$ cat src/rtl/fmt_pkg.sv
// ----------------------------------------------------------------------------
// fmt_pkg
// Types and constants shared by the flow match table cells and core.
// ----------------------------------------------------------------------------
package fmt_pkg;

  localparam int DEF_TABLE_ENTRIES = 64;

  localparam int SW_W   = 8;
  localparam int MAC_W  = 48;
  localparam int PORT_W = 16;

  localparam logic [1:0] REQ_INSERT = 2'd0;
  localparam logic [1:0] REQ_LOOKUP = 2'd1;
  localparam logic [1:0] REQ_REMOVE = 2'd2;

  localparam logic [1:0] ST_OK        = 2'd0;
  localparam logic [1:0] ST_NOT_FOUND = 2'd1;
  localparam logic [1:0] ST_PRESENT   = 2'd2;
  localparam logic [1:0] ST_FULL      = 2'd3;

  typedef struct packed {
    logic [SW_W-1:0]   sw;
    logic [MAC_W-1:0]  dst;
    logic [MAC_W-1:0]  src;
    logic [PORT_W-1:0] port;
  } entry_t;

  typedef struct packed {
    logic match;
    logic select;
    logic any_hit;
    logic ins_en;
    logic rem_en;
  } cell_ctrl_t;

endpackage

$ cat src/rtl/fmt_cell.sv
// ----------------------------------------------------------------------------
// fmt_cell
// One table slot: holds an entry, compares it against the request, and takes
// its younger neighbor's entry when a removal at or below it compacts the row.
// ----------------------------------------------------------------------------
module fmt_cell import fmt_pkg::*; (
  input  logic       clk,
  input  logic       rst,
  input  cell_ctrl_t ctrl,
  input  logic [1:0] req_op,
  input  entry_t     req,
  input  logic       prev_valid,
  input  logic       next_valid,
  input  entry_t     next_entry,
  input  logic       younger,
  output logic       valid,
  output entry_t     entry,
  output logic       hit,
  output logic       sel,
  output entry_t     sel_entry
);

  logic key_eq;
  logic port_eq;
  logic hit_next;
  logic shift;
  logic do_ins;
  logic do_rem;

  assign key_eq  = valid && (entry.sw == req.sw) && (entry.dst == req.dst)
                   && (entry.src == req.src);
  assign port_eq = valid && (entry.sw == req.sw) && (entry.port == req.port);

  always_comb begin
    case (req_op)
      REQ_INSERT: hit_next = key_eq;
      REQ_LOOKUP: hit_next = key_eq;
      REQ_REMOVE: hit_next = port_eq;
      default:    hit_next = 1'b0;
    endcase
  end

  assign do_ins = ctrl.ins_en && !valid && prev_valid;
  assign do_rem = ctrl.rem_en && shift;

  always_ff @(posedge clk) begin
    if (rst) begin
      valid <= 1'b0;
      hit   <= 1'b0;
      sel   <= 1'b0;
      shift <= 1'b0;
    end else begin
      if (ctrl.match) begin
        hit <= hit_next;
      end
      if (ctrl.select) begin
        sel   <= hit && !younger;
        shift <= ctrl.any_hit && !younger;
      end
      if (do_ins) begin
        valid <= 1'b1;
      end else if (do_rem) begin
        valid <= next_valid;
      end
    end
  end

  always_ff @(posedge clk) begin
    if (do_ins) begin
      entry <= req;
    end else if (do_rem) begin
      entry <= next_entry;
    end
  end

  assign sel_entry = sel ? entry : '0;

endmodule

$ cat config.mk
export PLATFORM = sky130hd
export DESIGN_NAME = fmt_cell
export DESIGN_NICKNAME = d
export VERILOG_FILES = /design/src/rtl/fmt_pkg.sv /design/src/rtl/fmt_cell.sv
export SDC_FILE = /design/constraint.sdc
export NUM_CORES = 1
export LEC_CHECK = 0
export BUFFER_PORTS_ARGS = -buffer_cell sky130_fd_sc_hd__buf_2
export CORE_AREA = 2 2 193 195
export DETAILED_ROUTE_END_ITERATION = 8
export DIE_AREA = 0 0 195 197
export PLACE_DENSITY = 0.55
export SLEW_MARGIN = 20
export SYNTH_ARGS = -nofsm -noshare
export SYNTH_HDL_FRONTEND = slang
export SYNTH_SLANG_ARGS = --single-unit
export TNS_END_PERCENT = 50
$ cat constraint.sdc
create_clock -name clk -period 8.95 [get_ports clk]
set_input_delay 0.895 -clock clk [delete_from_list [all_inputs] [get_ports clk]]
set_output_delay 0.895 -clock clk [all_outputs]
set_load 0.05 [all_outputs]
## Yosys cells after proc, flatten, opt, wreduce, memory -nomap -nowiden

Cells that the tools add are included.

| cells by class | value |
|---|---|
| equality and inequality tests | 6 |
| mux-type cells | 6 |
| reduce and logical (&&, ||, !) cells | 14 |

Operators with widths:

| kind | count |
|---|---|
| $mux W120 | 3 |
| $eq A48 B48 Y1 | 2 |
| $eq A16 B16 Y1 | 1 |
| $logic_and A1 B1 Y1 | 9 |
| $eq A8 B8 Y1 | 1 |
| $eq A2 B1 Y1 const B | 1 |
| $eq A2 B2 Y1 const B | 1 |
| $logic_not A1 Y1 | 2 |
| $logic_not A2 Y1 | 1 |
| $mux W1 | 2 |
| $pmux W1 S2 | 1 |
| $reduce_bool A2 Y1 | 1 |
| $reduce_or A2 Y1 | 1 |

| storage, ports and cells | value |
|---|---|
| bits in registers | 124 |
| word-level logic and storage cells | 34 |

## Depth between registers and ports, before layout

Gate-level depths: netlist of run 1.

| logic depth | value |
|---|---|
| depth after elaboration | 5 |
| gate-level depth with buffers | 6 |
| depth with buffers taken out | 6 |

## Worst setup path before layout of run 1

Ideal clock, no wire load.

| timing path | value |
|---|---|
| path kind | input port to flip-flop |
| from | input port prev_valid |
| to | register entry[0] (netlist bit), enable pin |
| setup time | 1.060 ns |
| data arrival time | 3.722 ns |
| path slack | 4.168 ns |
| stages | 5 |
| buffers on the path | 3 |
| cells stage by stage | nand3b_1 > clkbuf_1 > clkbuf_1 > clkbuf_1 > nand2_1 |

| on the way | value |
|---|---|
| word-level cells in the longest chain between the ends | 2 |

RTL lines:

| what | line | RTL |
|---|---|---|
| start: declaration | fmt_cell.sv:12 | `input logic prev_valid,` |
| $logic_and A1 B1 Y1 | fmt_cell.sv:43 | `assign do_ins = ctrl.ins_en && !valid && prev_valid;` |
| $reduce_bool A2 Y1 (no line) | n/a |  |
| end signal: assignment | fmt_cell.sv:70 | `entry <= req;` |
| end signal: assignment | fmt_cell.sv:72 | `entry <= next_entry;` |
| end: declaration | fmt_cell.sv:17 | `output entry_t entry,` |

Every way passes these cells.
A chain may end at the register's enable or synchronous reset.

## Final worst setup path of run 1

| timing path | value |
|---|---|
| from | input port prev_valid |
| to | register entry[66] (netlist bit), enable pin |

Same word-level chain as after synthesis.

==> results_dict.tcl, run 1 <==
set metrics [dict create \
    dieArea_mm2 0.0384 \
    h-tree-depth 4 \
    crit_required_ns 8.99 \
    outcome "finished, final reports clean" \
    fp.dieW_um 195 \
    final_util 0.305 \
    ioPinCount 495 \
    ys_types 40 \
    clk_latency_ns 0.43 \
    detail_route.wl_per_cell_um 18.2 \
    hp-class "reg2reg" \
    ys.flop_type "edfxtp_1" \
    r2r_end "entry[66]" \
    netlist_instances 623 \
    fmax_ghz 0.297 \
    clock-sinks 124 \
    cts_made_buffers 17 \
    worstRegToRegCells 3 \
    finalHoldViolCount 0 \
    grt_overflow 0 \
    slew_headroom 0.385 \
    grt_max_degree 123 \
    path_class "in2reg" \
    tightest_slew_ns 0.919 \
    finalCritPeriodShare 0.377 \
    cts_tree "yes" \
    via_per_inst 4.17 \
    rsz0062_at_grt "no" \
    total_power_mw 1.75 \
    die_h_um 197 \
    cts_setup_buffers 0 \
    post_dp_cell_area_mm2 0.0105 \
    instances_no_fill 1593 \
    final.min_clock_period_ns 3.37 \
    cellPowerDensity_mw_per_mm2 158 \
    layout-drive-gt1-share 0.571 \
    detail-route-antenna-nets 0 \
    clk_pin_slew_ns 0.06 \
    slew_viol_final 0 \
    routed_wl_um 29000 \
    drtIter0Drc 237 \
    hold_buffers 0 \
    cp-start-kind "primary input" \
    antenna_found_initial 3 \
    synth.largest_area_cell "edfxtp_1" \
    whs_endpoint "shift" \
    area_delta_synth_final_pct 46.8 \
    avgSynthCellArea_um2 12.1 \
    leakage_nw 5.06 \
    grt_pass1_vias 6815 \
    ys_top_cells_by_area "edfxtp_1 48%, mux2_2 16%, and2_1 10%" \
    fin_ws_ns 5.58 \
    place_inst 1560 \
    rows 70 \
    min_path_cells 2 \
    gp_congestion 0.847 \
    cap_violations 0 \
    cts_root_buffer "clkbuf_16" \
    cp_data_arrival_time_ns 3.41 \
    crit-reg2reg-launch "valid" \
    r2r_slack_ns 5.71 \
    worstHoldStart "shift" \
    io_buffer_count 494 \
    drc 0 \
    clockBufferDepth 2 \
    fin_hold_ws_ns 0.480 \
    crit_fanout 61 \
    initial_core_util 0.208 \
    synthesis.nets 875 \
    vias 6643 \
    core-area_mm2 0.0363 \
    grt_pass1_wl_um 42000 \
    synth_seq_cells 124 \
    synth-edff-count 120 \
    cts_resized 0 \
    dr.pass1.iters 4 \
    synthesis.area_mm2 0.00753 \
    dp_slack_ns 5.02 \
    final_area_mm2 0.0111 \
    fin_tns_setup_ns 0 \
    nNetsFinal 1363 \
    place_hpwl_um 23500 \
    track_usage 0.148 \
    ir_drop_uv 122 \
    setup_viol 0 \
    skew_ns 0.0137 \
    synthArstFlopShare 0 \
    synth-seq-area-share 0.489 \
    synth_top_cell_area_share 0.478 \
    yosysWarningCount 0 \
    crit_path_end_kind "flop" \
]
cells in the mapped netlist, types with 4 or more instances:
master	n
edfxtp_1	120
clkbuf_1	25
nor4_1	13
nand4_1	14
xor2_1	42
nor2b_1	15
and2_1	120
dfxtp_1	4
xnor2_1	41
inv_1	25
o22ai_1	7
and2b_1	4
nand2_1	16
o21ai_0	12
o2111ai_1	6
nand2b_1	13
mux2_2	108
how the worst max path moves through the flow:
| stage | startpoint | endpoint | slack (ns) | cells after the start |
|---|---|---|---|---|
| 6_report | prev_valid | entry[66] | 5.58 | 4 |
| 5_1_grt | ctrl[1] | entry[66] | 5.31 | 4 |
| 4_1_cts | prev_valid | entry[52] | 5.49 | 4 |
| 3_5_place_dp | prev_valid | entry[52] | 5.02 | 4 |
| 3_3_place_gp | prev_valid | entry[90] | 5.09 | 4 |
| 2_1_floorplan | prev_valid | entry[0] | 4.17 | 5 |
layout by cell type, fill, tap and decap left out, drive strengths merged, types with 4 or more instances in the layout:
cell type / n
o22ai: 7
clkbuf: 21
and2: 120
nand4: 14
and2b: 4
o2111ai: 6
nor2b: 17
nor4: 13
dfxtp: 4
inv: 25
nand2b: 13
a2111oi: 8
edfxtp: 120
nand2: 16
xor2: 42
mux2: 108
clkinv: 9
o21ai: 12
xnor2: 41
buf: 497
kinds of logic after synthesis:
group / share of synthesized area
buffers and inverters: 0.0269
AO/OA/AOI/OAI: 0.0495
flip-flops: 0.489
multiplexers: 0.163
XOR/XNOR: 0.0965
AND/OR/NAND/NOR: 0.175
per-layer routing:
metal / vias to the layer above / GRT usage / part of all wire
met3: 23 / 0.0395 / 0.060
met4: 4 / 0.0413 / 0.013
met2: 274 / 0.258 / 0.51
li1: 3218 / - / -
met1: 3124 / 0.179 / 0.42
met5: - / 0 / 0.00079
flip-flops by register name (all words and copies together) (netlist names):
signal / count
entry: 120
hit: 1
sel: 1
shift: 1
valid: 1
layout make-up:
cell class | instances | area, µm²
well taps | 468 | 586
multi-input cells | 446 | 3650
diodes | 1 | 2.50
fillers | 3833 | 25200
flip-flops and latches | 124 | 3690
clock inverters | 11 | 101
clock buffers | 21 | 440
inverters | 25 | 93.8
repair buffers | 497 | 2490
worst max-delay path: stages:
cell and delay [ns]:
buf_2 0.08, nand3b_1 0.62, nand2_4 0.94, buf_4 0.75
power breakdown:
| part | switching, mW | total, mW | internal (mW) | leakage, nW |
|---|---|---|---|---|
| clock | 0.257 | 0.660 | 0.403 | 0.271 |
| combinational | 0.231 | 0.367 | 0.136 | 3.63 |
| sequential | 0.0372 | 0.725 | 0.688 | 1.16 |
Note: power is estimated with default switching activity, not from simulation.
==> inputs of run 2 (changes only) <==
--- a/config.mk
+++ b/config.mk
@@ -5,11 +5,12 @@
 export SDC_FILE = /design/constraint.sdc
 export NUM_CORES = 1
 export LEC_CHECK = 0
+export ABC_AREA = 1
 export BUFFER_PORTS_ARGS = -buffer_cell sky130_fd_sc_hd__buf_2
 export CORE_AREA = 2 2 193 195
 export DETAILED_ROUTE_END_ITERATION = 8
 export DIE_AREA = 0 0 195 197
-export PLACE_DENSITY = 0.55
+export PLACE_DENSITY = 0.58
 export SLEW_MARGIN = 20
 export SYNTH_ARGS = -nofsm -noshare
 export SYNTH_HDL_FRONTEND = slang
==> constraint.sdc (replaced) <==
create_clock -name clk -period 2.8 [get_ports clk]
set_input_delay 0.28 -clock clk [delete_from_list [all_inputs] [get_ports clk]]
set_output_delay 0.28 -clock clk [all_outputs]
set_load 0.05 [all_outputs]
==> run 2 against run 1 <==
Sequential power rose to 3.2 times the previous value. Clock-buffer cell count down 3. Final cell count increased by 27%. Non-clock buffer count rose by 3. Die area unchanged. Synthesized area up 6.0%. Via count grew 26%. Register-to-register slack got worse by 4.7 ns. Flip-flop and latch count did not move. Final area grew 5.3%. Worst setup slack lost 4.9 ns. Critical path type is now reg2out. Combinational power increased to 3.3 times the previous value.
==> results_dict.tcl, run 2 <==
set metrics [dict create \
    outcome "finished, final reports clean" \
    place_inst 1995 \
    worstHoldStart "rst" \
    crit_path_max_incr_delay_ns 0.46 \
    initial_core_util 0.220 \
    h-tree-depth 4 \
    finalCritPeriodShare 0.771 \
    ioPinCount 495 \
    clock-sinks 124 \
    cp_data_arrival_time_ns 1.88 \
    final_area_mm2 0.0116 \
    final_util 0.321 \
    dr.pass1.iters 5 \
    nFillCells 3904 \
    ys_top_cells_by_area "edfxtp_1 45%, nand2_1 17%, inv_1 11%" \
    clk_pin_slew_ns 0.06 \
    routed_wl_um 31600 \
    detail_route.wl_per_cell_um 15.6 \
    synth-edff-count 120 \
    clockBufferDepth 2 \
    vias 8380 \
    crit_fanout 52 \
    crit_buf_inv 3 \
    die_h_um 197 \
    tightest_slew_ns 0.540 \
    dp_slack_ns 0.783 \
    instances_no_fill 2030 \
    synth-seq-area-share 0.461 \
    synthesis.nets 1313 \
    r2r_end "hit" \
    yosysWarningCount 0 \
    whs_endpoint "hit" \
    nNetsFinal 1798 \
    io_buffer_count 494 \
    clk_latency_ns 0.43 \
    final_common_cell "buf_2" \
    final.min_clock_period_ns 2.16 \
    skew_ns 0.0105 \
    fin_hold_ws_ns 0.0826 \
    grt_overflow 0 \
    setup_viol 0 \
    layout-drive-gt1-share 0.374 \
    fin_ws_ns 0.642 \
    cts_setup_buffers 0 \
    dieArea_mm2 0.0384 \
    finalHoldViolCount 0 \
    cts_tree "yes" \
    synth_common_cells "369 x nand2_1, 244 x inv_1, 120 x edfxtp_1" \
    detail-route-antenna-nets 0 \
    gp_congestion 0.926 \
    largest_register_ffs 120 \
    worstRegToRegCells 11 \
    synthesis.area_mm2 0.00799 \
    cellPowerDensity_mw_per_mm2 506 \
    cts_made_buffers 17 \
    total_power_mw 5.90 \
    slew_viol_final 0 \
    layout_common_cells "494 x buf_2, 368 x nand2_1, 244 x inv_1" \
    drc 0 \
    min_path_cells 2 \
    path_class "reg2out" \
    crit_slowest_cell "buf_4" \
    post_dp_cell_area_mm2 0.0110 \
    rsz0062_at_grt "no" \
    drtIter0Drc 308 \
    synth.largest_area_cell "edfxtp_1" \
    crit_path_end_kind "output pin" \
    cts_resized 0 \
    antenna_found_initial 5 \
    path_cells "buf_4 -> nand2_1 -> inv_1 -> buf_2" \
    via_per_inst 4.13 \
    top_register "entry" \
    netlist_instances 1061 \
    grt_max_degree 101 \
    r2r_slack_ns 1.01 \
    ir_drop_uv 397 \
    area_delta_synth_final_pct 45.9 \
    grt_pass1_vias 7907 \
    synth_seq_cells 124 \
    avgSynthCellArea_um2 7.53 \
    track_usage 0.159 \
    synth_top_cell_area_share 0.451 \
    fin_tns_setup_ns 0 \
    fp.dieW_um 195 \
    critPathTopFamily "buffers and inverters" \
    hold_buffers 0 \
    ys_types 25 \
    ys.flop_type "edfxtp_1" \
    hp-class "in2reg" \
    place_hpwl_um 25500 \
    synth.most_common_cell "nand2_1" \
    cp-start-kind "flop" \
    core-area_mm2 0.0363 \
    cts_root_buffer "clkbuf_16" \
    synthArstFlopShare 0 \
    fmax_ghz 0.463 \
    crit_required_ns 2.52 \
    rows 70 \
    slew_headroom 0.640 \
    crit-reg2reg-launch "entry[53]" \
    cap_violations 0 \
    grt_pass1_wl_um 46100 \
    leakage_nw 6.86 \
]
[run 2: how the worst max path moves through the flow]
stage / endpoint / slack [ns] / start / depth (start not counted)
finish: sel_entry[46] / 0.64 / sel / 4
floorplan: entry[0] / 0.49 / valid / 4
global route: sel_entry[46] / 0.42 / sel / 4
detailed placement: hit / 0.78 / entry[32] / 10
global placement: hit / 0.87 / entry[32] / 10
CTS: sel_entry[46] / 0.54 / sel / 4
[run 2: power breakdown]
part | total [mW] | internal (mW) | switching (mW) | leakage [nW]
Combinational | 1.22 | 0.397 | 0.818 | 5.41
Sequential | 2.32 | 2.20 | 0.123 | 1.16
Clock | 2.36 | 1.47 | 0.885 | 0.289
Total | 5.90 | 4.07 | 1.83 | 6.86
[run 2: logic make-up (layout without fill, tap and decap cells)]
logic type	after synthesis	count (layout)	synth area share
mux	45	45	0.0635
xor+xnor	44	44	0.0483
buf+inv	279	776	0.133
flops	124	124	0.461
compound gates	113	113	0.0727
other cells	0	4	0
simple gates	456	456	0.221
[run 2: area by class of cell]
class	count	area (µm²)	share of cell area
tap	468	586	0.0503
multi-input combinational	658	3260	0.280
clock inverter	13	175	0.0150
clock buffer	18	429	0.0368
antenna	4	10.0	0.000859
inverter	245	920	0.0789
sequential	124	3690	0.317
timing repair buffer	500	2580	0.221
[run 2: layer usage]
metal / global-route usage / vias to the layer above / wire length [µm]
met5: 0 / - / 13
met2: 0.273 / 338 / 15600
met1: 0.191 / 3789 / 13100
li1: - / 4218 / -
met3: 0.0448 / 33 / 2190
met4: 0.0560 / 2 / 743
